**config.mk**
```make
export PLATFORM = sky130hd
export DESIGN_NAME = circle_point_generator
export DESIGN_NICKNAME = d
export VERILOG_FILES = /design/src/rtl/cpg_pkg.sv /design/src/rtl/cpg_front.sv /design/src/rtl/cpg_fifo.sv /design/src/rtl/cpg_back.sv /design/src/rtl/circle_point_generator.sv
export VERILOG_INCLUDE_DIRS = /design/src /design/src/rtl
export SDC_FILE = /design/constraint.sdc
export NUM_CORES = 1
export LEC_CHECK = 0
export BUFFER_PORTS_ARGS = -buffer_cell sky130_fd_sc_hd__buf_2
export CORE_MARGIN = 4
export CORE_UTILIZATION = 55
export DETAILED_ROUTE_END_ITERATION = 12
export GPL_TIMING_DRIVEN = 0
export PLACE_DENSITY = 0.75
export REMOVE_ABC_BUFFERS = 1
export SKIP_LAST_GASP = 1
export SLEW_MARGIN = 20
export SYNTH_ARGS = -nofsm -noshare
export SYNTH_HDL_FRONTEND = slang
export SYNTH_SLANG_ARGS = --single-unit
```
**constraint.sdc**
```tcl
create_clock -name clk -period 12.6 [get_ports clk]
set_clock_uncertainty 0.1 [all_clocks]
set_input_delay 1.89 -clock clk [delete_from_list [all_inputs] [get_ports clk]]
set_output_delay 1.89 -clock clk [all_outputs]
set_load 0.02 [all_outputs]
```
**src/rtl/assert_macros.svh**
```systemverilog
// Assertion helpers, clocked on clk, held off during reset.
`ifndef ASSERT_MACROS_SVH
`define ASSERT_MACROS_SVH

// Same-cycle implication.
`define ASSERT_IMPL(label, ante, cons, msg) \
  label: assert property (@(posedge clk) disable iff (!rst_n) (ante) |-> (cons)) \
    else $error(msg);

// Next-cycle implication.
`define ASSERT_NEXT(label, ante, cons, msg) \
  label: assert property (@(posedge clk) disable iff (!rst_n) (ante) |=> (cons)) \
    else $error(msg);

`endif

```
**src/rtl/cpg_pkg.sv**
```systemverilog
package cpg_pkg;

  localparam int COORD_BITS_DEF = 12;
  localparam int RADIUS_W       = 10;
  localparam int OFF_W          = 12;   // offsets, signed: y may reach -1
  localparam int DEC_W          = 16;   // decision, wraps
  localparam int QUEUE_DEPTH    = 2;
  localparam int POINTS         = 8;
  localparam int IDX_W          = $clog2(POINTS);

  localparam logic OP_START   = 1'b0;
  localparam logic OP_ADVANCE = 1'b1;

  // One octet job handed from front to back.
  typedef struct packed {
    logic signed [OFF_W-1:0] off_x;
    logic signed [OFF_W-1:0] off_y;
    logic                    dec_neg;
  } job_t;

  localparam int JOB_W = $bits(job_t);

endpackage

```
**src/rtl/cpg_front.sv**
```systemverilog
module cpg_front import cpg_pkg::*; #(
  parameter int COORD_BITS = COORD_BITS_DEF
) (
  input  logic                         clk,
  input  logic                         rst_n,
  input  logic                         push,
  input  logic                         full,
  input  logic                         op,
  input  logic signed [COORD_BITS-1:0] center_x,
  input  logic signed [COORD_BITS-1:0] center_y,
  input  logic        [RADIUS_W-1:0]   radius,
  output logic                         job_push,
  output job_t                         job,
  output logic signed [COORD_BITS-1:0] job_cx,
  output logic signed [COORD_BITS-1:0] job_cy
);

  logic                         active_r, active_nxt;
  logic signed [COORD_BITS-1:0] ctr_x_r, ctr_x_nxt;
  logic signed [COORD_BITS-1:0] ctr_y_r, ctr_y_nxt;
  logic signed [OFF_W-1:0]      off_x_r, off_x_nxt;
  logic signed [OFF_W-1:0]      off_y_r, off_y_nxt;
  logic        [DEC_W-1:0]      dec_r, dec_nxt;

  logic                         accept;
  logic                         dec_neg;
  logic signed [OFF_W-1:0]      x_adv, y_adv;
  logic signed [OFF_W:0]        diff;
  logic        [DEC_W-1:0]      step;
  logic        [DEC_W-1:0]      dec_start;

  assign accept  = push && !full;
  assign dec_neg = dec_r[DEC_W-1];
  assign x_adv   = off_x_r + OFF_W'(1);
  assign y_adv   = dec_neg ? off_y_r : off_y_r - OFF_W'(1);
  assign diff    = {off_x_r[OFF_W-1], off_x_r} - {off_y_r[OFF_W-1], off_y_r};
  // negative: 4x+6, else 4(x-y)+10
  assign step    = dec_neg
                 ? ({{(DEC_W-OFF_W){off_x_r[OFF_W-1]}}, off_x_r} << 2) + DEC_W'(6)
                 : ({{(DEC_W-OFF_W-1){diff[OFF_W]}}, diff} << 2) + DEC_W'(10);
  assign dec_start = DEC_W'(3) - DEC_W'({radius, 1'b0});

  always_comb begin
    active_nxt = active_r;
    ctr_x_nxt  = ctr_x_r;
    ctr_y_nxt  = ctr_y_r;
    off_x_nxt  = off_x_r;
    off_y_nxt  = off_y_r;
    dec_nxt    = dec_r;
    job_push   = 1'b0;
    if (accept) begin
      if (op == OP_START) begin
        active_nxt = 1'b1;
        ctr_x_nxt  = center_x;
        ctr_y_nxt  = center_y;
        off_x_nxt  = '0;
        off_y_nxt  = OFF_W'(radius);
        dec_nxt    = dec_start;
        job_push   = 1'b1;
      end else if (active_r) begin
        off_x_nxt = x_adv;
        off_y_nxt = y_adv;
        dec_nxt   = dec_r + step;
        if (x_adv <= y_adv) begin
          job_push = 1'b1;
        end else begin
          active_nxt = 1'b0;
        end
      end
    end
  end

  // Job carries the post-update state.
  assign job.off_x   = off_x_nxt;
  assign job.off_y   = off_y_nxt;
  assign job.dec_neg = dec_nxt[DEC_W-1];
  assign job_cx      = ctr_x_nxt;
  assign job_cy      = ctr_y_nxt;

  always_ff @(posedge clk) begin
    if (!rst_n) begin
      active_r <= 1'b0;
    end else begin
      active_r <= active_nxt;
    end
    ctr_x_r <= ctr_x_nxt;
    ctr_y_r <= ctr_y_nxt;
    off_x_r <= off_x_nxt;
    off_y_r <= off_y_nxt;
    dec_r   <= dec_nxt;
  end

endmodule

```
**src/rtl/cpg_fifo.sv**
```systemverilog
module cpg_fifo import cpg_pkg::*; #(
  parameter int WIDTH = JOB_W,
  parameter int DEPTH = QUEUE_DEPTH
) (
  input  logic             clk,
  input  logic             rst_n,
  input  logic             wr_en,
  input  logic [WIDTH-1:0] wr_data,
  input  logic             rd_en,
  output logic [WIDTH-1:0] rd_data,
  output logic             full,
  output logic             empty
);

  localparam int PTR_W = (DEPTH > 1) ? $clog2(DEPTH) : 1;
  localparam int CNT_W = $clog2(DEPTH + 1);

  logic [WIDTH-1:0] mem [DEPTH];
  logic [PTR_W-1:0] wr_ptr_r, rd_ptr_r;
  logic [CNT_W-1:0] count_r;
  logic             do_wr, do_rd;

  assign full    = (count_r == CNT_W'(DEPTH));
  assign empty   = (count_r == '0);
  assign do_wr   = wr_en && !full;
  assign do_rd   = rd_en && !empty;
  assign rd_data = mem[rd_ptr_r];

  always_ff @(posedge clk) begin
    if (!rst_n) begin
      wr_ptr_r <= '0;
      rd_ptr_r <= '0;
      count_r  <= '0;
    end else begin
      if (do_wr) begin
        wr_ptr_r <= (wr_ptr_r == PTR_W'(DEPTH - 1)) ? '0 : wr_ptr_r + PTR_W'(1);
      end
      if (do_rd) begin
        rd_ptr_r <= (rd_ptr_r == PTR_W'(DEPTH - 1)) ? '0 : rd_ptr_r + PTR_W'(1);
      end
      count_r <= count_r + CNT_W'(do_wr) - CNT_W'(do_rd);
    end
    if (do_wr) begin
      mem[wr_ptr_r] <= wr_data;
    end
  end

endmodule

```
**src/rtl/cpg_back.sv**
```systemverilog
module cpg_back import cpg_pkg::*; #(
  parameter int COORD_BITS = COORD_BITS_DEF
) (
  input  logic                         clk,
  input  logic                         rst_n,
  input  logic                         q_empty,
  input  job_t                         q_job,
  input  logic signed [COORD_BITS-1:0] q_cx,
  input  logic signed [COORD_BITS-1:0] q_cy,
  output logic                         q_pop,
  input  logic                         pop,
  output logic                         empty,
  output logic signed [COORD_BITS:0]   point_x,
  output logic signed [COORD_BITS:0]   point_y,
  output logic                         last_of_octet,
  output logic                         circle_done
);

  localparam int EXT_W = ((COORD_BITS > OFF_W) ? COORD_BITS : OFF_W) + 2;

  logic                         busy_r;
  logic [IDX_W-1:0]             idx_r;
  job_t                         job_r;
  logic signed [COORD_BITS-1:0] cx_r, cy_r;
  logic                         done_r;
  logic                         out_valid_r;
  logic signed [COORD_BITS:0]   px_r, py_r;
  logic                         last_r, odone_r;

  logic                         can_load, emit, at_last, take, done_nxt;
  logic signed [OFF_W-1:0]      a, b;
  logic signed [EXT_W-1:0]      a_ext, b_ext, cx_ext, cy_ext, px, py;
  logic signed [OFF_W:0]        qx, qy;

  assign can_load = !out_valid_r || pop;
  assign emit     = busy_r && can_load;
  assign at_last  = (idx_r == IDX_W'(POINTS - 1));
  assign take     = !q_empty && (!busy_r || (emit && at_last));
  assign q_pop    = take;

  // Next advance passes x>y: x+1 > (neg ? y : y-1)
  assign qx       = {q_job.off_x[OFF_W-1], q_job.off_x};
  assign qy       = {q_job.off_y[OFF_W-1], q_job.off_y};
  assign done_nxt = q_job.dec_neg ? (qx >= qy) : (qx + (OFF_W+1)'(1) >= qy);

  // Octet order: first four use (x,y), last four swap; bit0 negates x, bit1 y.
  assign a      = idx_r[2] ? job_r.off_y : job_r.off_x;
  assign b      = idx_r[2] ? job_r.off_x : job_r.off_y;
  assign a_ext  = EXT_W'(a);
  assign b_ext  = EXT_W'(b);
  assign cx_ext = EXT_W'(cx_r);
  assign cy_ext = EXT_W'(cy_r);
  assign px     = idx_r[0] ? cx_ext - a_ext : cx_ext + a_ext;
  assign py     = idx_r[1] ? cy_ext - b_ext : cy_ext + b_ext;

  always_ff @(posedge clk) begin
    if (!rst_n) begin
      busy_r      <= 1'b0;
      idx_r       <= '0;
      out_valid_r <= 1'b0;
    end else begin
      if (take) begin
        busy_r <= 1'b1;
        idx_r  <= '0;
      end else if (emit && at_last) begin
        busy_r <= 1'b0;
      end else if (emit) begin
        idx_r <= idx_r + IDX_W'(1);
      end
      if (emit) begin
        out_valid_r <= 1'b1;
      end else if (pop) begin
        out_valid_r <= 1'b0;
      end
    end
    if (take) begin
      job_r  <= q_job;
      cx_r   <= q_cx;
      cy_r   <= q_cy;
      done_r <= done_nxt;
    end
    if (emit) begin
      px_r    <= px[COORD_BITS:0];
      py_r    <= py[COORD_BITS:0];
      last_r  <= at_last;
      odone_r <= done_r;
    end
  end

  assign empty         = !out_valid_r;
  assign point_x       = px_r;
  assign point_y       = py_r;
  assign last_of_octet = last_r;
  assign circle_done   = odone_r;

endmodule

```
**src/rtl/circle_point_generator.sv**
```systemverilog
// Channel   Ports                                              Handshake
// input     in_op, in_center_x, in_center_y, in_radius         push / full
// result    out_point_x, out_point_y, out_last_of_octet,       empty / pop
//           out_circle_done
//
// Output: each start or advance that plots gives eight words, one per cycle
//   while pop does not stall the output, from the single point generator
//   in the back end. An advance that ends the circle gives no words.
// Path from push: job queue, back-end job register, then output register.
// Reset: rst_n synchronous, active low; the block comes up idle and empty.
// Stalls: full rises while the job queue is full; pop stalls hold the output
//   word and, behind it, the back end, without losing words.
`include "assert_macros.svh"

module circle_point_generator import cpg_pkg::*; #(
  parameter int COORD_BITS = COORD_BITS_DEF
) (
  input  logic                         clk,
  input  logic                         rst_n,
  input  logic                         push,
  output logic                         full,
  input  logic                         in_op,
  input  logic signed [COORD_BITS-1:0] in_center_x,
  input  logic signed [COORD_BITS-1:0] in_center_y,
  input  logic        [RADIUS_W-1:0]   in_radius,
  output logic                         empty,
  input  logic                         pop,
  output logic signed [COORD_BITS:0]   out_point_x,
  output logic signed [COORD_BITS:0]   out_point_y,
  output logic                         out_last_of_octet,
  output logic                         out_circle_done
);

  localparam int QW = JOB_W + 2 * COORD_BITS;

  // front end -> job queue
  logic                         job_push;
  job_t                         job_in;
  logic signed [COORD_BITS-1:0] job_cx, job_cy;

  // job queue -> back end
  logic [QW-1:0]                q_rd;
  logic                         q_empty, q_pop;
  job_t                         q_job;
  logic signed [COORD_BITS-1:0] q_cx, q_cy;

  cpg_front #(.COORD_BITS(COORD_BITS)) u_front (
    .clk      (clk),
    .rst_n    (rst_n),
    .push     (push),
    .full     (full),
    .op       (in_op),
    .center_x (in_center_x),
    .center_y (in_center_y),
    .radius   (in_radius),
    .job_push (job_push),
    .job      (job_in),
    .job_cx   (job_cx),
    .job_cy   (job_cy)
  );

  cpg_fifo #(.WIDTH(QW), .DEPTH(QUEUE_DEPTH)) u_queue (
    .clk     (clk),
    .rst_n   (rst_n),
    .wr_en   (job_push),
    .wr_data ({job_in, job_cx, job_cy}),
    .rd_en   (q_pop),
    .rd_data (q_rd),
    .full    (full),
    .empty   (q_empty)
  );

  assign {q_job, q_cx, q_cy} = q_rd;

  cpg_back #(.COORD_BITS(COORD_BITS)) u_back (
    .clk           (clk),
    .rst_n         (rst_n),
    .q_empty       (q_empty),
    .q_job         (q_job),
    .q_cx          (q_cx),
    .q_cy          (q_cy),
    .q_pop         (q_pop),
    .pop           (pop),
    .empty         (empty),
    .point_x       (out_point_x),
    .point_y       (out_point_y),
    .last_of_octet (out_last_of_octet),
    .circle_done   (out_circle_done)
  );

  // A job is only written when the queue has room (front gates on full).
  `ASSERT_IMPL(a_no_push_full, job_push, !full, "job written into full queue")

  // Inside an octet the back end never starves the output.
  `ASSERT_NEXT(a_octet_gapless, !empty && pop && !out_last_of_octet, !empty,
               "gap inside an octet")

  // circle_done is constant across the words of one octet.
  `ASSERT_NEXT(a_done_steady, !empty && pop && !out_last_of_octet,
               out_circle_done == $past(out_circle_done),
               "circle_done changed inside an octet")

endmodule

```
==> summary.md, run 1 <==
| Metric | Value |
|---|---|
| Final worst-path cycle share | `0.395` |
| Initial antenna violation count | `0` |
| Area leader, netlist | `edfxtp_1` |
| Buffers on Ports | `68` |
| CTS Buffer Depth | `3` |
| FP Rows | `56` |
| Min cycle time layout | `4.98 ns` |
| Grt met2 use | `0.354` |
| Drc violations | `0` |
| Total Wirelength | `25900 µm` |
| Synth Instances | `1136` |
| Core area | `23700 µm²` |
| Commonest non-fill, non-tap cells in the layout | `edfxtp_1, ha_1, xnor2_1, buf_2, inv_1` |
| Post-CTS resize count | `0` |
| Max-Cap Viols | `0` |
| CP max FO | `49` |
| Layout Nets | `1352` |
| DRT antenna net count | `0` |
| Multi-input logic area | `6170 µm²` |
| Leakage Power | `0.00592 µW` |
| Worst-Skew Late Latency | `0.53 ns` |
| Most common cell after layout, fill and taps aside | `edfxtp_1` |
| Synth unique cells | `71` |
| Worst rel slew slack | `0.356` |
| Final-report max-slew violation count | `0` |
| Yosys warns | `0` |
| Synth area leaders | `edfxtp_1, ha_1, dfxtp_1, mux2_2, xnor2_1` |
| Tightest Hold Check Type | `reg -> reg` |
| Post-Route Utilization | `0.638` |
| FF/Latch Area | `6880 µm²` |
| FFs w/ async S/R, synth | `0` |
| Layout area overhead | `12.9%` |
| Clock sinks | `249` |
| Die area | `26900 µm²` |
| Setup crit end kind | `register` |
| Synth top area share | `0.424` |
| Number of DRC markers in iteration 0 | `545` |
| Via count | `8643` |
| Placed Cells | `1503` |
| Crit path DAT | `5.04 ns` |
| # fillers | `1857` |
| Number of top-level pins | `69` |
| Final hold vios | `0` |
| Vias in the first global route | `8735` |
| GR Overflow Total | `0` |
| Layout cells sized above 1 | `0.167` |
| Synthesized flop and latch total | `249` |
| First-pass GRT wire length | `42200 µm` |
| EDFF count, synth | `189` |
| Largest net degree at the start of global routing | `50` |
| Outcome | `finished clean` |
| H-tree depth | `1` |
| Final setup violation count | `0` |
| WL per Instance | `16.7 µm` |
| Kind of critical path | `reg -> reg` |
| Die H | `164 µm` |
| GR Util met3 | `0.0263` |
| Post-synth top flop | `edfxtp_1` |
| Sequential fraction of the synthesis area | `0.514` |
| Mean post-synth cell area | `11.8 µm²` |
| RSZ-0062 raised after global routing | `no` |
| Initial Utilization | `0.565` |
| Met1 global-route usage | `0.239` |
| Crit start category | `register` |
| Post-route insts no fill | `1551` |
| Ant diodes | `0` |
| Syn Std Cell Area | `13400 µm²` |
| Die width | `164 µm` |
| Clk slew on worst S/H paths | `0.06 ns` |
| CTS buffer count | `26` |
| Actual transition at the worst max-transition pin | `0.964 ns` |
| DR pass1 iterations | `5` |
| VDD IR max | `0.124 mV` |
| Post-DP HPWL | `18800 µm` |
| Clk root buf | `clkbuf_16` |
| TritonCTS clock tree | `done` |
| Post-CTS Setup Bufs | `0` |
| Layer with the highest usage | `met2` |
| # hold bufs at CTS | `0` |
| Max Freq | `201 MHz` |
| Placer Congestion | `0.874` |
| Crit path required time | `12.66 ns` |
| Vias per cell | `5.57` |
| Tot GR Track Use | `0.194` |
| Total negative slack | `0 ns` |
| Cell Pwr Density | `231 nW/µm²` |
registers in the layout (all words and copies together), names as in the netlist, 2 cells and up, named ones only:
register / count
u_back.cx_r: 12
u_queue.mem: 98
u_back.point_y: 13
u_back.job_r: 24
u_front.off_y_r: 12
u_back.idx_r: 3
u_back.point_x: 13
u_back.cy_r: 12
u_front.ctr_y_r: 12
u_front.dec_r: 15
u_queue.count_r: 2
u_front.ctr_x_r: 12
u_front.off_x_r: 12
final timing paths:
kind	start	endpoint	slack, ns	cells after the start
worst max-delay path	u_front.dec_r[15]$_DFF_P_	u_queue.mem[1][1]$_DFFE_PP_	7.62	16
worst max register to register	u_front.dec_r[15]$_DFF_P_	u_queue.mem[1][1]$_DFFE_PP_	7.62	16
worst min register to register	u_back.done_r$_DFFE_PP_	u_back.circle_done$_DFFE_PP_	0.35	0
worst min-delay path	u_back.done_r$_DFFE_PP_	u_back.circle_done$_DFFE_PP_	0.35	0
layer usage:
metal	part of all wire	routed length (µm)	vias up
met2	0.50	13100	174
met3	0.042	1090	58
li1	-	-	4326
met5	0	0	-
met4	0.028	714	0
met1	0.43	11000	4085
synth_stat cells, types with 11 or more instances:
master,count
nand3_1,24
nor3_1,26
inv_1,67
and3_1,15
and2_1,12
a21oi_1,53
nor2_1,62
xor2_1,41
mux2_2,62
o21a_1,16
o21ai_0,54
edfxtp_1,189
nand2b_1,15
nand2_1,55
mux2i_1,43
xnor2_1,71
ha_1,97
dfxtp_1,60
clkbuf_1,17
a21o_1,11
o22ai_1,11
nor2b_1,16
power breakdown:
group,switching (µW),internal (µW)
logic,783,610
clock network,316,491
registers,106,1190
total,1210,2290
kinds of logic after synthesis:
kind of cell | count (synthesis) | synth area share
adder cells (fa/ha/maj) | 101 | 0.0966
flip-flops | 249 | 0.514
multiplexers | 105 | 0.0843
AND/OR/NAND/NOR | 256 | 0.0962
XOR/XNOR | 113 | 0.0753
buffers and inverters | 94 | 0.0273
AO/OA/AOI/OAI | 218 | 0.107
worst max-delay path: stages, from the launching register on:
cell     delay (ns)
dfxtp_1        0.62
nor2b_1        0.41
and3_1         0.30
nand3_1        0.18
nor3_1         0.44
nand3_1        0.17
xnor2_1        0.17
ha_1           0.29
and3_1         0.19
nand3_1        0.11
nor3_1         0.29
mux2_2         0.23
nand3_1        0.07
nand2_1        0.09
a21oi_1        0.13
inv_1          0.13
and2_4         0.62
area by class of cell:
cell class,instances,area share
clock inverters,13,0.0132
well taps,319,0.0264
multi-input cells,793,0.408
flip-flops and latches,249,0.455
inverters,67,0.0166
clock buffers,35,0.0479
repair buffers,75,0.0324
per-stage QoR:
step	total power, µW	hold slack, ns	instance area, µm²	worst slack (ns)
after detailed placement	2700	0.331	14200	7.59
after global placement	2630	0.326	14000	4.02
final	3500	0.347	15100	7.62
after floorplan	2350	0.300	13300	6.59
after CTS	3530	0.346	15100	7.57
after global routing	3740	0.347	15100	7.21
Power figures use the tool's default switching activity.
==> inputs of run 2 (changes only) <==
==> constraint.sdc (replaced) <==
create_clock -name clk -period 4.72 [get_ports clk]
set_clock_uncertainty 0.1 [all_clocks]
set_input_delay 0.708 -clock clk [delete_from_list [all_inputs] [get_ports clk]]
set_output_delay 0.708 -clock clk [all_outputs]
set_load 0.02 [all_outputs]
==> summary.md, run 2 (synthesis results as in run 1) <==
| Metric | Value |
|---|---|
| Crit path required time | `4.80 ns (-7.86 ns)` |
| Crit path max-delay cell type | `and2_4` |
| Buffers on Ports | `68 (unchanged)` |
| FP Rows | `56 (unchanged)` |
| Top Layer Used | `met4` |
| Via count | `8676 (+0.38%)` |
| Largest register FFs | `98 (unchanged)` |
| Die H | `164 µm (unchanged)` |
| Kind of critical path | `reg -> reg` |
| First-pass GRT wire length | `42600 µm (+1.0%)` |
| Tot GR Track Use | `0.197 (+0.00265)` |
| Final hold vios | `0 (unchanged)` |
| TritonCTS clock tree | `done` |
| Tightest Hold Check Type | `in -> reg` |
| Most frequent CP cell | `nand3_1` |
| Worst rel slew slack | `0.399 (+0.0430)` |
| Number of top-level pins | `69 (unchanged)` |
| Die width | `164 µm (unchanged)` |
| Wire length on met2 | `13300 µm (+1.9%)` |
| RSZ-0062 raised after global routing | `yes` |
| Ant diodes | `0 (unchanged)` |
| Clk slew on worst S/H paths | `0.06 ns (about the same)` |
| Final-report max-slew violation count | `0 (unchanged)` |
| Placer Congestion | `0.874 (unchanged)` |
| Crit-path cells | `inv_1, ha_1, nor2b_1, and3_1, nand3_1, nor3_2, nand3_1, xnor2_1, ha_1, and3_1, nand3_1, nor3_1, mux2_2, nand3_1, nand2_1, a21oi_2, inv_1, and2_4` |
| Most common cell after layout, fill and taps aside | `edfxtp_1` |
| Crit path DAT | `4.63 ns (-0.41 ns)` |
| Placed Cells | `1503 (unchanged)` |
| Clock sinks | `249 (unchanged)` |
| GR Overflow Total | `0 (unchanged)` |
| Vias in the first global route | `8730 (-0.057%)` |
| Worst setup margin | `0.164 ns (-7.45 ns)` |
| Max-Cap Viols | `0 (unchanged)` |
| WL per Instance | `16.9 µm (+1.2%)` |
| Met1 Wirelength | `11100 µm (+0.87%)` |
| Worst path bufs/invs | `2 (+1)` |
| Crit start category | `register` |
| Vias per cell | `5.57 (about the same)` |
| Number of DRC markers in iteration 0 | `563 (+3.3%)` |
| Post-DP HPWL | `18800 µm (unchanged)` |
| # hold bufs at CTS | `0 (unchanged)` |
| Post-route insts no fill | `1558 (+0.45%)` |
| Post-Place Worst Slack | `-0.289 ns (-7.88 ns)` |
| CTS buffer count | `26 (unchanged)` |
| Leakage Power | `0.00596 µW (+0.70%)` |
| Layout Nets | `1359 (+0.52%)` |
| Initial Utilization | `0.565 (unchanged)` |
| DRT antenna net count | `0 (unchanged)` |
| DR pass1 iterations | `5 (unchanged)` |
| Initial antenna violation count | `0 (unchanged)` |
| Commonest non-fill, non-tap cells in the layout | `edfxtp_1, ha_1, xnor2_1, buf_2, inv_1` |
| CP delay by family, top | `simple AND/OR/NAND/NOR gates` |
| Outcome | `finished clean` |
| CP max FO | `24 (-51%)` |
| VDD IR max | `0.326 mV (+160%)` |
| Die area | `26900 µm² (unchanged)` |
| Drc violations | `0 (unchanged)` |
| Actual transition at the worst max-transition pin | `0.900 ns (-0.0642 ns)` |
| Largest net degree at the start of global routing | `37 (-26%)` |
| Biggest register | `u_queue.mem` |
| Layout cells sized above 1 | `0.176 (+0.00874)` |
| Layout area overhead | `13.5%` |
| Cell Pwr Density | `616 nW/µm² (+170%)` |
| Total Wirelength | `26300 µm (+1.7%)` |
| Max Freq | `219 MHz (+9.3%)` |
| Setup crit end kind | `register` |
| Met3 Wirelength | `1130 µm (+4.1%)` |
| Core area | `23700 µm² (unchanged)` |
| Worst-Skew Late Latency | `0.53 ns (about the same)` |
| H-tree depth | `1 (unchanged)` |
| Final worst-path cycle share | `0.965 (+0.570)` |
| Min cycle time layout | `4.56 ns (-0.426 ns)` |
| CTS Buffer Depth | `3 (unchanged)` |
| Worst path max stage delay | `0.47 ns (-0.15 ns)` |
| Clk root buf | `clkbuf_16` |
| Final setup violation count | `0 (unchanged)` |
| Largest regs | `u_queue.mem: 98 flops, u_back.job_r: 24 flops, u_front.dec_r: 15 flops` |
[run 2: metal layers]
| metal | vias up | track usage |
|---|---|---|
| li1 | 4343 | - |
| met1 | 4079 | 0.242 |
| met2 | 198 | 0.357 |
| met3 | 56 | 0.0263 |
| met4 | 0 | 0.0663 |
| met5 | - | 0 |
[run 2: layout make-up]
class                      count  area (µm²)
clock buffer                  35         724
timing repair buffer          81         548
inverter                      67         251
clock inverter                13         200
tap                          319         399
fill                        1848        8480
multi-input combinational    794        6200
sequential                   249        6880
[run 2: through the flow]
step	hold WS [ns]	cell area, µm²	TNS, ns	utilization	total power, µW
after floorplan	0.300	13300	-44.62	-	6280
after global placement	0.326	14000	-278.84	0.592	7030
after detailed placement	0.331	14200	-18.85	0.599	7220
after CTS	0.307	15100	0	0.639	9420
after global routing	0.307	15200	-5.48	0.642	10000
final	0.330	15200	0	0.642	9360
[run 2: worst paths after layout]
check | start | cells past startpoint | slack, ns | to
worst max register to register | u_front.off_y_r[1]$_DFF_P_ | 18 | 0.16 | u_queue.mem[1][24]$_DFFE_PP_
worst min-delay path | in_center_y[9] | 2 | 0.33 | u_front.ctr_y_r[9]$_DFF_P_
worst min register to register | u_back.done_r$_DFFE_PP_ | 0 | 0.34 | u_back.circle_done$_DFFE_PP_
worst max-delay path | u_front.off_y_r[1]$_DFF_P_ | 18 | 0.16 | u_queue.mem[1][24]$_DFFE_PP_
[run 2: repair_timing]
| item | 4_1_cts | 5_1_grt |
|---|---|---|
| endpoints found under the hold margin | 0 | 0 |
| setup endpoints to repair | 88 | 93 |
| gates cloned | 1 | 0 |
| buffers inserted | 0 | 6 |
| gates resized for setup | 3 | 3 |
| pin swaps | 0 | 4 |
[run 2: power breakdown]
group          total [µW]  internal, µW  switching [µW]
registers            3470          3180             287
logic                3740          1650            2100
clock network        2150          1310             842
